[src/sv/tcca_pkg.sv]
// shared types and constants for the timed color channel animator
// no dependencies; imported by every other file of the block
`default_nettype none

package tcca_pkg;

    localparam int CHANNELS = 4;

    localparam int COLOR_W   = 8;
    localparam int PERIOD_W  = 24;
    localparam int ACC_W     = 25;
    localparam int PACK_W    = 32;
    localparam int CFG_IDX_W = 3;
    localparam int CFG_DAT_W = 32;

    localparam logic [ACC_W-1:0]    ACC_MAX      = {ACC_W{1'b1}};
    localparam logic [PERIOD_W-1:0] RESET_PERIOD = 24'd500000;
    localparam logic [PACK_W-1:0]   RESET_MIN    = 32'h0000_0000;
    localparam logic [PACK_W-1:0]   RESET_MAX    = 32'hFFFF_FFFF;

    localparam logic [CFG_IDX_W-1:0] CFG_ANIM_MODE       = 3'd0;
    localparam logic [CFG_IDX_W-1:0] CFG_UPDATE_PERIOD   = 3'd1;
    localparam logic [CFG_IDX_W-1:0] CFG_MIN_COLORS      = 3'd2;
    localparam logic [CFG_IDX_W-1:0] CFG_MAX_COLORS      = 3'd3;
    localparam logic [CFG_IDX_W-1:0] CFG_START_COLORS    = 3'd4;
    localparam logic [CFG_IDX_W-1:0] CFG_START_STEPS     = 3'd5;
    localparam logic [CFG_IDX_W-1:0] CFG_START_DIRECTION = 3'd6;

    localparam logic KIND_TICK    = 1'b0;
    localparam logic KIND_RESTART = 1'b1;

    typedef enum logic [1:0] {
        MODE_BOUNCE   = 2'd0,
        MODE_MIN_MAX  = 2'd1,
        MODE_WAIT_ALL = 2'd2,
        MODE_WAIT_DIR = 2'd3
    } t_anim_mode;

    typedef struct packed {
        t_anim_mode mode;
        logic       direction_down;
    } t_chan_ctrl;

endpackage

`default_nettype wire

[src/sv/tcca_in_if.sv]
// input channel of the animator: tick or restart items
// uses tcca_pkg for field widths
`default_nettype none

interface tcca_in_if;
    import tcca_pkg::*;

    logic                valid;
    logic                ready;
    logic                kind;
    logic [PERIOD_W-1:0] elapsed_time;

    modport source (output valid, output kind, output elapsed_time, input ready);
    modport sink   (input valid, input kind, input elapsed_time, output ready);
endinterface

`default_nettype wire

[src/sv/tcca_out_if.sv]
// result channel of the animator: step flag and packed colors
// uses tcca_pkg for field widths
`default_nettype none

interface tcca_out_if;
    import tcca_pkg::*;

    logic              valid;
    logic              ready;
    logic              stepped;
    logic [PACK_W-1:0] colors_now;

    modport source (output valid, output stepped, output colors_now, input ready);
    modport sink   (input valid, input stepped, input colors_now, output ready);
endinterface

`default_nettype wire

[src/sv/tcca_accum.sv]
// time accumulator: saturating add of elapsed time and period compare
// uses tcca_pkg
`default_nettype none

module tcca_accum (
    input  wire logic [tcca_pkg::ACC_W-1:0]    i_acc,
    input  wire logic [tcca_pkg::PERIOD_W-1:0] i_elapsed,
    input  wire logic [tcca_pkg::PERIOD_W-1:0] i_period,
    output logic      [tcca_pkg::ACC_W-1:0]    o_acc,
    output logic                               o_step
);
    import tcca_pkg::*;

    logic [ACC_W:0]   w_sum;
    logic [ACC_W-1:0] w_sat;
    logic [ACC_W-1:0] w_period;

    always_comb begin
        w_sum    = {1'b0, i_acc} + {2'b00, i_elapsed};
        w_sat    = w_sum[ACC_W] ? ACC_MAX : w_sum[ACC_W-1:0];
        w_period = {1'b0, i_period};
        o_step   = (w_sat >= w_period);
        o_acc    = o_step ? (w_sat - w_period) : w_sat;
    end
endmodule

`default_nettype wire

[src/sv/tcca_channel.sv]
// next color, step and done flag for one color channel
// uses tcca_pkg
`default_nettype none

module tcca_channel (
    input  wire tcca_pkg::t_chan_ctrl              i_ctrl,
    input  wire logic [tcca_pkg::COLOR_W-1:0]      i_color,
    input  wire logic [tcca_pkg::COLOR_W-1:0]      i_step,
    input  wire logic [tcca_pkg::COLOR_W-1:0]      i_lo,
    input  wire logic [tcca_pkg::COLOR_W-1:0]      i_hi,
    output logic      [tcca_pkg::COLOR_W-1:0]      o_color,
    output logic      [tcca_pkg::COLOR_W-1:0]      o_step,
    output logic                                   o_done
);
    import tcca_pkg::*;

    logic signed [COLOR_W+1:0] w_c;
    logic signed [COLOR_W+1:0] w_s;
    logic signed [COLOR_W+1:0] w_sum;
    logic signed [COLOR_W+1:0] w_lo;
    logic signed [COLOR_W+1:0] w_hi;
    logic signed [COLOR_W+1:0] w_next2;
    logic signed [COLOR_W+1:0] w_target;
    logic [COLOR_W-1:0]        w_neg;
    logic                      w_zero;
    logic                      w_stop;

    always_comb begin
        w_c      = {2'b00, i_color};
        w_s      = {{2{i_step[COLOR_W-1]}}, i_step};
        w_sum    = w_c + w_s;
        w_lo     = {2'b00, i_lo};
        w_hi     = {2'b00, i_hi};
        w_next2  = {2'b00, w_sum[COLOR_W-1:0]} + w_s;
        w_neg    = COLOR_W'(0) - i_step;
        w_zero   = (i_step == '0);
        w_target = i_ctrl.direction_down ? w_lo : w_hi;

        o_color = i_color;
        o_step  = i_step;
        o_done  = 1'b1;
        w_stop  = 1'b0;

        if (!w_zero) begin
            o_done = 1'b0;
            case (i_ctrl.mode)
                MODE_BOUNCE: begin
                    if (w_sum[COLOR_W+1:COLOR_W] != 2'b00) begin
                        o_step  = w_neg;
                        o_color = i_color + w_neg;
                    end else begin
                        o_color = w_sum[COLOR_W-1:0];
                    end
                end
                MODE_MIN_MAX: begin
                    o_color = w_sum[COLOR_W-1:0];
                    if (w_next2 == w_lo || w_next2 == w_hi) begin
                        o_step = w_neg;
                    end
                end
                MODE_WAIT_ALL: begin
                    w_stop = (w_sum <= w_lo) || (w_sum >= w_hi);
                    o_done = w_stop;
                    if (!w_stop) begin
                        o_color = w_sum[COLOR_W-1:0];
                    end
                end
                MODE_WAIT_DIR: begin
                    w_stop = (!i_step[COLOR_W-1] && w_sum >= w_target)
                          || (i_step[COLOR_W-1] && w_sum <= w_target);
                    o_done = w_stop;
                    if (!w_stop) begin
                        o_color = w_sum[COLOR_W-1:0];
                    end
                end
                default: begin
                    o_color = i_color;
                end
            endcase
        end
    end
endmodule

`default_nettype wire

[src/sv/timed_color_channel_animator_unit.sv]
// timed color channel animator, top level
// uses tcca_pkg, tcca_in_if, tcca_out_if, tcca_accum and tcca_channel
//
// usage:
//   i_item carries items: kind 0 is a time tick with elapsed_time, kind 1
//   restarts the animation from the start registers. every item gives one
//   result on o_result: stepped (1 when the tick ran an animation step) and
//   colors_now, the packed colors after the item, channel 0 in the low byte.
//   write registers through i_cfg_we / i_cfg_idx / i_cfg_data only while the
//   block is idle (not enforced); an index beyond the list is ignored.
// timing:
//   an item sits in the input register while combinational logic
//   (accumulator add and compare, four channel adders) computes its result;
//   the result is captured in the result register, which drives o_result.
//   one item per cycle is accepted while results are taken.
// reset:
//   synchronous, active low; colors, steps, direction and accumulator clear,
//   registers take their reset values, both channels go empty.
// stall:
//   a held result stalls the input register, which then holds one more item;
//   after that i_item.ready drops until the result is taken.
`default_nettype none

module timed_color_channel_animator_unit (
    input  wire logic                              i_clk,
    input  wire logic                              i_rst_n,
    tcca_in_if.sink                                i_item,
    tcca_out_if.source                             o_result,
    input  wire logic                              i_cfg_we,
    input  wire logic [tcca_pkg::CFG_IDX_W-1:0]    i_cfg_idx,
    input  wire logic [tcca_pkg::CFG_DAT_W-1:0]    i_cfg_data
);
    import tcca_pkg::*;

    // configuration
    t_anim_mode          r_mode;
    logic [PERIOD_W-1:0] r_period;
    logic [PACK_W-1:0]   r_min;
    logic [PACK_W-1:0]   r_max;
    logic [PACK_W-1:0]   r_start_colors;
    logic [PACK_W-1:0]   r_start_steps;
    logic                r_start_dir;

    // animation state
    logic [COLOR_W-1:0]  r_color [CHANNELS];
    logic [COLOR_W-1:0]  r_step  [CHANNELS];
    logic                r_dir;
    logic [ACC_W-1:0]    r_acc;

    // input register
    logic                r_in_valid;
    logic                r_in_kind;
    logic [PERIOD_W-1:0] r_in_elapsed;

    // result register
    logic                r_out_valid;
    logic                r_out_stepped;
    logic [PACK_W-1:0]   r_out_colors;

    logic                w_advance;
    logic                w_in_xfer;
    logic [ACC_W-1:0]    w_acc_next;
    logic                w_step_due;
    t_chan_ctrl          w_ctrl;
    logic [COLOR_W-1:0]  w_ch_color [CHANNELS];
    logic [COLOR_W-1:0]  w_ch_step  [CHANNELS];
    logic [CHANNELS-1:0] w_ch_done;
    logic                w_wait_mode;
    logic                w_all_done;

    logic [COLOR_W-1:0]  n_color [CHANNELS];
    logic [COLOR_W-1:0]  n_step  [CHANNELS];
    logic                n_dir;
    logic [ACC_W-1:0]    n_acc;
    logic                n_stepped;
    logic [PACK_W-1:0]   n_colors;

    assign w_advance    = r_in_valid && (!r_out_valid || o_result.ready);
    assign i_item.ready = !r_in_valid || w_advance;
    assign w_in_xfer    = i_item.valid && i_item.ready;

    assign o_result.valid      = r_out_valid;
    assign o_result.stepped    = r_out_stepped;
    assign o_result.colors_now = r_out_colors;

    assign w_ctrl.mode           = r_mode;
    assign w_ctrl.direction_down = r_dir;

    tcca_accum u_accum (
        .i_acc     (r_acc),
        .i_elapsed (r_in_elapsed),
        .i_period  (r_period),
        .o_acc     (w_acc_next),
        .o_step    (w_step_due)
    );

    for (genvar g = 0; g < CHANNELS; g++) begin : g_chan
        tcca_channel u_channel (
            .i_ctrl  (w_ctrl),
            .i_color (r_color[g]),
            .i_step  (r_step[g]),
            .i_lo    (r_min[COLOR_W*g +: COLOR_W]),
            .i_hi    (r_max[COLOR_W*g +: COLOR_W]),
            .o_color (w_ch_color[g]),
            .o_step  (w_ch_step[g]),
            .o_done  (w_ch_done[g])
        );
    end

    always_comb begin
        w_wait_mode = (r_mode inside {MODE_WAIT_ALL, MODE_WAIT_DIR});
        w_all_done  = &w_ch_done;

        n_dir     = r_dir;
        n_acc     = r_acc;
        n_stepped = 1'b0;
        for (int i = 0; i < CHANNELS; i++) begin
            n_color[i] = r_color[i];
            n_step[i]  = r_step[i];
        end

        if (r_in_kind == KIND_RESTART) begin
            for (int i = 0; i < CHANNELS; i++) begin
                n_color[i] = r_start_colors[COLOR_W*i +: COLOR_W];
                n_step[i]  = r_start_steps[COLOR_W*i +: COLOR_W];
            end
            n_dir = r_start_dir;
        end else begin
            n_acc = w_acc_next;
            if (w_step_due) begin
                n_stepped = 1'b1;
                for (int i = 0; i < CHANNELS; i++) begin
                    n_color[i] = w_ch_color[i];
                    n_step[i]  = (w_wait_mode && w_all_done)
                               ? COLOR_W'(COLOR_W'(0) - r_step[i]) : w_ch_step[i];
                end
                if (w_all_done && r_mode == MODE_WAIT_DIR) begin
                    n_dir = !r_dir;
                end
            end
        end

        n_colors = '0;
        for (int i = 0; i < CHANNELS; i++) begin
            n_colors[COLOR_W*i +: COLOR_W] = n_color[i];
        end
    end

    // configuration writes
    always_ff @(posedge i_clk) begin
        if (!i_rst_n) begin
            r_mode         <= MODE_BOUNCE;
            r_period       <= RESET_PERIOD;
            r_min          <= RESET_MIN;
            r_max          <= RESET_MAX;
            r_start_colors <= '0;
            r_start_steps  <= '0;
            r_start_dir    <= 1'b0;
        end else if (i_cfg_we) begin
            case (i_cfg_idx)
                CFG_ANIM_MODE:       r_mode         <= t_anim_mode'(i_cfg_data[1:0]);
                CFG_UPDATE_PERIOD:   r_period       <= i_cfg_data[PERIOD_W-1:0];
                CFG_MIN_COLORS:      r_min          <= i_cfg_data[PACK_W-1:0];
                CFG_MAX_COLORS:      r_max          <= i_cfg_data[PACK_W-1:0];
                CFG_START_COLORS:    r_start_colors <= i_cfg_data[PACK_W-1:0];
                CFG_START_STEPS:     r_start_steps  <= i_cfg_data[PACK_W-1:0];
                CFG_START_DIRECTION: r_start_dir    <= i_cfg_data[0];
                default: begin
                end
            endcase
        end
    end

    // animation state
    always_ff @(posedge i_clk) begin
        if (!i_rst_n) begin
            for (int i = 0; i < CHANNELS; i++) begin
                r_color[i] <= '0;
                r_step[i]  <= '0;
            end
            r_dir <= 1'b0;
            r_acc <= '0;
        end else if (w_advance) begin
            for (int i = 0; i < CHANNELS; i++) begin
                r_color[i] <= n_color[i];
                r_step[i]  <= n_step[i];
            end
            r_dir <= n_dir;
            r_acc <= n_acc;
        end
    end

    // input register control
    always_ff @(posedge i_clk) begin
        if (!i_rst_n) begin
            r_in_valid <= 1'b0;
        end else if (w_in_xfer) begin
            r_in_valid <= 1'b1;
        end else if (w_advance) begin
            r_in_valid <= 1'b0;
        end
    end

    // input register payload
    always_ff @(posedge i_clk) begin
        if (w_in_xfer) begin
            r_in_kind    <= i_item.kind;
            r_in_elapsed <= i_item.elapsed_time;
        end
    end

    // result register control
    always_ff @(posedge i_clk) begin
        if (!i_rst_n) begin
            r_out_valid <= 1'b0;
        end else if (w_advance) begin
            r_out_valid <= 1'b1;
        end else if (o_result.ready) begin
            r_out_valid <= 1'b0;
        end
    end

    // result register payload
    always_ff @(posedge i_clk) begin
        if (w_advance) begin
            r_out_stepped <= n_stepped;
            r_out_colors  <= n_colors;
        end
    end
endmodule

`default_nettype wire
[src/flat_wrapper.sv]
// flat-port wrapper written by rule: the top's interface ports become plain ports
module timed_color_channel_animator_unit_flat import tcca_pkg::*;
  (i_clk, i_rst_n, i_cfg_we, i_cfg_idx, i_cfg_data, i_item_valid, i_item_kind, i_item_elapsed_time, i_item_ready, o_result_valid, o_result_stepped, o_result_colors_now, o_result_ready);
  tcca_in_if i_item_i ();
  tcca_out_if o_result_i ();
  input  wire logic i_clk;
  input  wire logic i_rst_n;
  input  wire logic i_cfg_we;
  input  wire logic [tcca_pkg::CFG_IDX_W-1:0] i_cfg_idx;
  input  wire logic [tcca_pkg::CFG_DAT_W-1:0] i_cfg_data;
  input wire logic [$bits(i_item_i.valid)-1:0] i_item_valid;
  input wire logic [$bits(i_item_i.kind)-1:0] i_item_kind;
  input wire logic [$bits(i_item_i.elapsed_time)-1:0] i_item_elapsed_time;
  output wire logic [$bits(i_item_i.ready)-1:0] i_item_ready;
  output wire logic [$bits(o_result_i.valid)-1:0] o_result_valid;
  output wire logic [$bits(o_result_i.stepped)-1:0] o_result_stepped;
  output wire logic [$bits(o_result_i.colors_now)-1:0] o_result_colors_now;
  input wire logic [$bits(o_result_i.ready)-1:0] o_result_ready;
  assign i_item_i.valid = i_item_valid;
  assign i_item_i.kind = i_item_kind;
  assign i_item_i.elapsed_time = i_item_elapsed_time;
  assign i_item_ready = i_item_i.ready;
  assign o_result_valid = o_result_i.valid;
  assign o_result_stepped = o_result_i.stepped;
  assign o_result_colors_now = o_result_i.colors_now;
  assign o_result_i.ready = o_result_ready;
  timed_color_channel_animator_unit u_core (.i_clk(i_clk), .i_rst_n(i_rst_n), .i_item(i_item_i), .o_result(o_result_i), .i_cfg_we(i_cfg_we), .i_cfg_idx(i_cfg_idx), .i_cfg_data(i_cfg_data));
endmodule
[config.mk]
export PLATFORM = sky130hd
export DESIGN_NAME = timed_color_channel_animator_unit_flat
export DESIGN_NICKNAME = d
export VERILOG_FILES = /design/src/sv/tcca_pkg.sv /design/src/sv/tcca_in_if.sv /design/src/sv/tcca_out_if.sv /design/src/sv/tcca_accum.sv /design/src/sv/tcca_channel.sv /design/src/sv/timed_color_channel_animator_unit.sv /design/src/flat_wrapper.sv
export SDC_FILE = /design/constraint.sdc
export NUM_CORES = 1
export LEC_CHECK = 0
export ABC_CLOCK_PERIOD_IN_PS = 8300
export BUFFER_PORTS_ARGS = -buffer_cell sky130_fd_sc_hd__buf_2
export CAP_MARGIN = 20
export CORE_AREA = 2 2 334 336
export CTS_CLUSTER_DIAMETER = 100
export DETAILED_ROUTE_END_ITERATION = 8
export DIE_AREA = 0 0 336 338
export SLEW_MARGIN = 20
export SYNTH_ARGS = -nofsm -noshare
export SYNTH_HDL_FRONTEND = slang
export SYNTH_HIERARCHICAL = 1
export SYNTH_SLANG_ARGS = --single-unit
[constraint.sdc]
create_clock -name i_clk -period 8.3 [get_ports i_clk]
set_input_delay 1.66 -clock i_clk [delete_from_list [all_inputs] [get_ports i_clk]]
set_output_delay 1.66 -clock i_clk [all_outputs]
set_load 0.02 [all_outputs]
# == Yosys cells after proc, flatten, opt, wreduce, memory -nomap -nowiden ==
# Memories as Yosys holds them, arrays and structs flattened.
# Cells that the tools add are included.
# classes
add_sub_neg,18
order_cmp,17
eq_ne,17
mux,78
bitwise,9
reduce_logical,58
# op_table
operator,n
8-bit 2-to-1 mux,44
32-bit 2-to-1 mux,4
8-bit case mux with 4 select lines,4
9-bit by 8-bit adder with 10-bit output,8
10-bit by 9-bit == test with 1-bit output,8
10-bit by 9-bit greater-or-equal comparator with 1-bit output,8
10-bit by 9-bit less-or-equal comparator with 1-bit output,8
8-bit case mux with 2 select lines,4
25-bit 2-to-1 mux,2
8-bit adder,4
8-bit zero test,4
"1-bit by 8-bit subtractor with 8-bit output, first input constant",4
25-bit by 24-bit adder with 26-bit output,1
25-bit by 24-bit greater-or-equal comparator with 1-bit output,1
25-bit by 24-bit subtractor with 25-bit output,1
2-bit nonzero test,9
1-bit 2-to-1 mux,16
2-bit AND reduction,8
1-bit logical OR,14
1-bit logical AND,12
"3-bit == test, second input constant",3
1-bit OR,8
1-bit case mux with 2 select lines,4
1-bit zero test,7
9 further kinds,11
# totals
ff_bits,241
mem_bits_rw,64
output_inout_bits,35
mem_count,2
# mem_list
memory,words,word_bits,rd,rd_clocked_by_memory_dff,write_ports,line_no,source
u_core.r_color,4,8,4,0,4,timed_color_channel_animator_unit.sv:45,logic [COLOR_W-1:0] r_color [CHANNELS];
u_core.r_step,4,8,4,0,4,timed_color_channel_animator_unit.sv:46,logic [COLOR_W-1:0] r_step [CHANNELS];

# == Longest topological paths before layout ==
# An unclocked memory read counts as a cell.
# logic_depth
ltp_word,13
depth_mapped,26
depth_no_buf,21

# == Cells and area by module ==
# The synthesis kept the hierarchy.
# by_module_without_submodules
module,instances,cells_per_inst,area_each_um2,seq_area_each_um2
timed_color_channel_animator_unit,1,1274,12588.3,7327.0
tcca_accum,1,418,3054.2,0.0
tcca_channel (u_core.g_chan[2].u_channel),1,407,2995.4,0.0
tcca_channel (u_core.g_chan[3].u_channel),1,392,2960.3,0.0
tcca_channel (u_core.g_chan[1].u_channel),1,381,2905.3,0.0
tcca_channel (u_core.g_chan[0].u_channel),1,387,2886.5,0.0

# == Worst setup path after synthesis ==
# No wires, ideal clock.
# synth_path
path_kind,register to register
from,register u_core/r_in_elapsed[18] (netlist name)
to,memory u_core.r_step[0][0] (enable)
setup_ns,0.466
arrival_time_ns,6.813
setup_slack_ns,1.022
stages_incl_launch_ff,25
path_buffers,6
synth_period_minus_slack_ns,7.278
path_cell_list,edfxtp_1 -> ha_1 -> a211oi_2 -> nor2_1 -> o41a_1 -> a221o_1 -> a31oi_2 -> nand2b_1 -> buf_4 -> buf_4 -> nand2_1 -> ha_1 -> clkbuf_1 -> nand3_1 -> nor3_1 -> nand2_1 -> o2111a_1 -> o21ai_0 -> nand2_1 -> nand3_4 -> buf_6 -> buf_2 -> buf_2 -> nor2_1 -> o21ai_0
# synth_lines
element,line_no
end: declaration,timed_color_channel_animator_unit.sv:46

# == Worst setup path in the final report ==
# layout_path
from,register u_core.r_in_elapsed[18]
to,register u_core.r_acc[15]
# layout_via
elab_chain_len,4
word_cells_on_any_way,5
cone_classes,2 x add/sub; 1 x order compare; 2 x mux
# layout_lines
element,line_no,source
start: declaration,timed_color_channel_animator_unit.sv:53,logic [PERIOD_W-1:0] r_in_elapsed;
start signal: assignment,timed_color_channel_animator_unit.sv:208,r_in_elapsed <= i_item.elapsed_time;
25-bit by 24-bit adder with 26-bit output,tcca_accum.sv:19,"w_sum = {1'b0, i_acc} + {2'b00, i_elapsed};"
25-bit 2-to-1 mux,tcca_accum.sv:20,w_sat = w_sum[ACC_W] ? ACC_MAX : w_sum[ACC_W-1:0];
25-bit by 24-bit greater-or-equal comparator with 1-bit output,tcca_accum.sv:22,o_step = (w_sat >= w_period);
named net u_core.w_step_due,timed_color_channel_animator_unit.sv:63,logic w_step_due;
25-bit 2-to-1 mux,tcca_accum.sv:23,o_acc = o_step ? (w_sat - w_period) : w_sat;
named net u_core.w_acc_next[15],timed_color_channel_animator_unit.sv:62,logic [ACC_W-1:0] w_acc_next;
end signal: assignment,timed_color_channel_animator_unit.sv:189,r_acc <= n_acc;
end: declaration,timed_color_channel_animator_unit.sv:48,logic [ACC_W-1:0] r_acc;
# The timed path passes the listed nets, and every way through them passes these cells.
# A chain may end at the register's enable or synchronous reset.

==> flow_metrics.tcl <==
set metrics [dict create \
    synth_top_cell_area_share_pct 13.4 \
    swShare_pct 37.0 \
    finalWirelength_mm 88.9 \
    core_area_um2 110000 \
    muxShareOfSynthArea_pct 6.66 \
    critical_path_required_ps 8740 \
    grt_usage_pct 15.3 \
    relSlewSlack_pct 33.2 \
    path_class "reg -> reg" \
    p_sw_mw 2.19 \
    skew_ps 44.1 \
    hp-class "reg -> reg" \
    post-place-ws_ps 1600 \
    yosysWarnings 6 \
    clkPwrFrac_pct 28.9 \
    rsz0062_at_grt "false" \
    path_clk_slew_ps 60 \
    synth-simple-area-share_pct 19.6 \
    ios 100 \
    start_util_pct 24.9 \
    synthFlopType "dfxtp_1" \
    fmax_mhz 151 \
    maxCapViolations 0 \
    min_from "u_core/r_start_colors[28]$_SDFFE_PN0P_" \
    grt_pass1_wl_mm 137 \
    grt_busiest_layer "met2" \
    first_iter_violations 1755 \
    drc_errors 0 \
    synth_commonest_cells "nand2_1 (503), ha_1 (244), inv_1 (192)" \
    areaGrowthSynthToFinish_pct 12.1 \
    reg2reg_to "u_core/r_acc[15]$_SDFFE_PN0P_" \
    leakage_nw 12.6 \
    synthArstFlopShare_pct 0 \
    ctsHoldBuffers 0 \
    synth-seq-area-share_pct 26.8 \
    grt_pass1_vias 23441 \
    startpoint_type "flip-flop" \
    clkLatencyLatePin_ps 580 \
    regArea_um2 7330 \
    die_w_um 336 \
    root_buffer "clkbuf_16" \
    ys_top_cells_by_area "dfxtp_1 (13%), edfxtp_1 (13%), ha_1 (11%)" \
    worstHoldPathCells 2 \
    use_met1_pct 20.7 \
    cts.sinks 305 \
    regToRegSetupSlack_ps 1700 \
    synth_fa_ha_area_share_pct 12.2 \
    regToRegStartpoint "u_core/r_in_elapsed[18]$_DFFE_PP_" \
    fin_nets 3611 \
    synth-xor-area-share_pct 7.82 \
    hpwl_mm 65.4 \
    multi_input_area_um2 18700 \
    cts_buffer_depth 3 \
    port_buffers 99 \
    synth-edff-count 122 \
    synth_compound_area_share_pct 21.8 \
    power_density_nw_per_um2 192 \
    power.total_mw 5.90 \
    numCtsBuffers 38 \
    syn-instance-count 3259 \
    ir_drop_uv 176 \
    worstMarginPinSlew_ps 1000 \
    drv_slew 0 \
    reg2reg_depth 20 \
    grt_use_met2_pct 24.2 \
    syn_nets 3582 \
    n_fill_cell 11825 \
    row_count 122 \
    post_drt_wl_per_cell_um 18.5 \
    antenna_left 0 \
    intPower_mw 3.72 \
    hold_viol 0 \
    synth_most_common_cell "nand2_1" \
    routed_via_density 5.11 \
    setup_violations 0 \
    drt_first_pass_iters 8 \
    drive_above_1_share_pct 9.32 \
    status "complete, no violations" \
    synth.avg_cell_area_um2 8.40 \
    vias 24550 \
    postSynthRegisterBits 305 \
    place_congestion 0.903 \
    grt_max_degree 132 \
    cts_tree "built" \
    antenna_found_initial 19 \
    fin_setup_tns_ps 0 \
    grt_overflow 0 \
    seq_power_share_pct 29.7 \
    worst_slack_ps 1700 \
    post_cts_resized 0 \
    cts_htree_levels 2 \
    cts_setup_buffers 0 \
    whs_endpoint "u_core/r_start_colors[28]$_SDFFE_PN0P_" \
    use_met3_pct 3.52 \
    finalCritPeriodShare_pct 79.6 \
    end_kind "flip-flop" \
    critical_path.max_fanout 36 \
    cp.arrival_ps 7040 \
    ys_types 121 \
    combPwrFrac_pct 41.5 \
    synth_area_um2 27400 \
    synth_largest_area_cell "dfxtp_1" \
    fp.dieH_um 338 \
    period_minus_slack_ps 6600 \
    dieArea_um2 114000 \
    synth_top_family_by_area "compound AO/OA/AOI/OAI gates" \
]
==> state kept, by name (all words and copies together), names as in the netlist <==
register,cells
u_core/r_in_valid,1
u_core/r_dir,1
u_core/r_period,24
u_core/r_max,32
u_core/r_color,32
u_core/r_start_colors,32
u_core/r_start_dir,1
u_core/r_in_elapsed,24
u_core/r_in_kind,1
u_core/r_mode,2
u_core/r_start_steps,32
u_core/o_result.colors_now,32
u_core/o_result.stepped,1
u_core/r_min,32
u_core/r_acc,25
u_core/r_step,32
u_core/o_result.valid,1
==> layout by cell type, fill, tap and decap left out, types with 16 or more instances in the layout <==
master	instances
o211ai_1	35
a21boi_1	29
xnor3_1	22
or3_1	31
clkbuf_16	40
a211oi_1	36
nand2_1	502
o21a_1	26
mux2i_1	130
a311oi_1	20
xor2_1	63
nand2b_1	34
a21oi_1	161
buf_2	98
a31oi_1	17
mux2_4	16
o21ai_0	142
nand3_1	98
and3_1	58
mux2_2	22
a21boi_0	89
edfxtp_1	122
a221oi_1	18
dfxtp_1	180
nand4_1	30
a21o_1	57
o21bai_1	16
nor2b_1	62
inv_1	191
nor2_1	162
nor3_1	49
xnor2_1	123
buf_4	36
and2_1	20
ha_1	244
==> worst max-delay path, stage by stage, from the launching register on <==
cell,delay [ps]
edfxtp_1,370
ha_1,390
a211oi_2,240
nor2_1,90
o41a_1,340
a221o_1,390
a31oi_2,180
nand2b_1,630
o21ai_0,320
ha_1,430
a21o_1,220
a31oi_1,250
o211a_1,190
o2111a_1,200
o21ai_0,140
nand2_1,160
nand3_4,740
buf_4,590
mux2_4,360
mux2i_1,150
nor2b_1,70
==> cell type report <==
type	instances	area share (%)
multi-input combinational	2609	60.9
sequential	305	23.9
tap	1488	6.06
clock buffer	52	3.51
timing repair buffer	137	2.65
inverter	197	2.41
clock inverter	17	0.591
antenna	3	0.0245
==> worst max-delay path by stage <==
stage	to	cells after the start	start
after CTS	u_core/r_step[2][3]$_SDFFCE_PN0P_	18	u_core/r_in_elapsed[18]$_DFFE_PP_
after global routing	u_core/r_acc[15]$_SDFFE_PN0P_	20	u_core/r_in_elapsed[18]$_DFFE_PP_
final	u_core/r_acc[15]$_SDFFE_PN0P_	20	u_core/r_in_elapsed[18]$_DFFE_PP_
after floorplan	u_core/r_step[0][0]$_SDFFCE_PN0P_	24	u_core/r_in_elapsed[18]$_DFFE_PP_
after detailed placement	u_core/r_step[3][6]$_SDFFCE_PN0P_	18	u_core/r_in_elapsed[18]$_DFFE_PP_
after global placement	u_core/r_step[3][5]$_SDFFCE_PN0P_	18	u_core/r_in_elapsed[1]$_DFFE_PP_
==> per-layer routing <==
layer  vias to the layer above  wire length (µm)
li1                      11887                 -
met1                     11683             41100
met2                       776             38800
met3                       178              6550
met4                        26              2270
met5                         -               173
==> kinds of logic (layout without fill, tap and decap cells) <==
| family | Yosys count | count (layout) |
|---|---|---|
| AO/OA/AOI/OAI | 842 | 842 |
| XOR/XNOR | 209 | 209 |
| adder cells (fa/ha/maj) | 260 | 260 |
| buffers and inverters | 345 | 403 |
| flip-flops | 305 | 305 |
| multiplexers | 170 | 170 |
| other | 0 | 3 |
| AND/OR/NAND/NOR | 1128 | 1128 |
==> power groups by stage <==
stage | logic (mW) | clock network, mW | registers [mW]
6_report | 2.45 | 1.70 | 1.75
2_1_floorplan | 1.84 | 0 | 1.76
4_1_cts | 2.42 | 1.75 | 1.75
3_3_place_gp | 2.38 | 0 | 1.78
3_5_place_dp | 2.40 | 0 | 1.78
5_1_grt | 2.69 | 1.80 | 1.76
==> stage by stage <==
stage | util (%) | instances | cell area [µm²] | hold slack [ps]
floorplan | - | 3259 | 27400 | 435
global route | 27.9 | 4807 | 30700 | 482
finish | 27.9 | 4808 | 30700 | 454
global placement | 26.7 | 4734 | 29400 | 441
detailed placement | 26.7 | 4735 | 29400 | 446
CTS | 27.9 | 4804 | 30700 | 455
(Power assumes the default switching activity.)
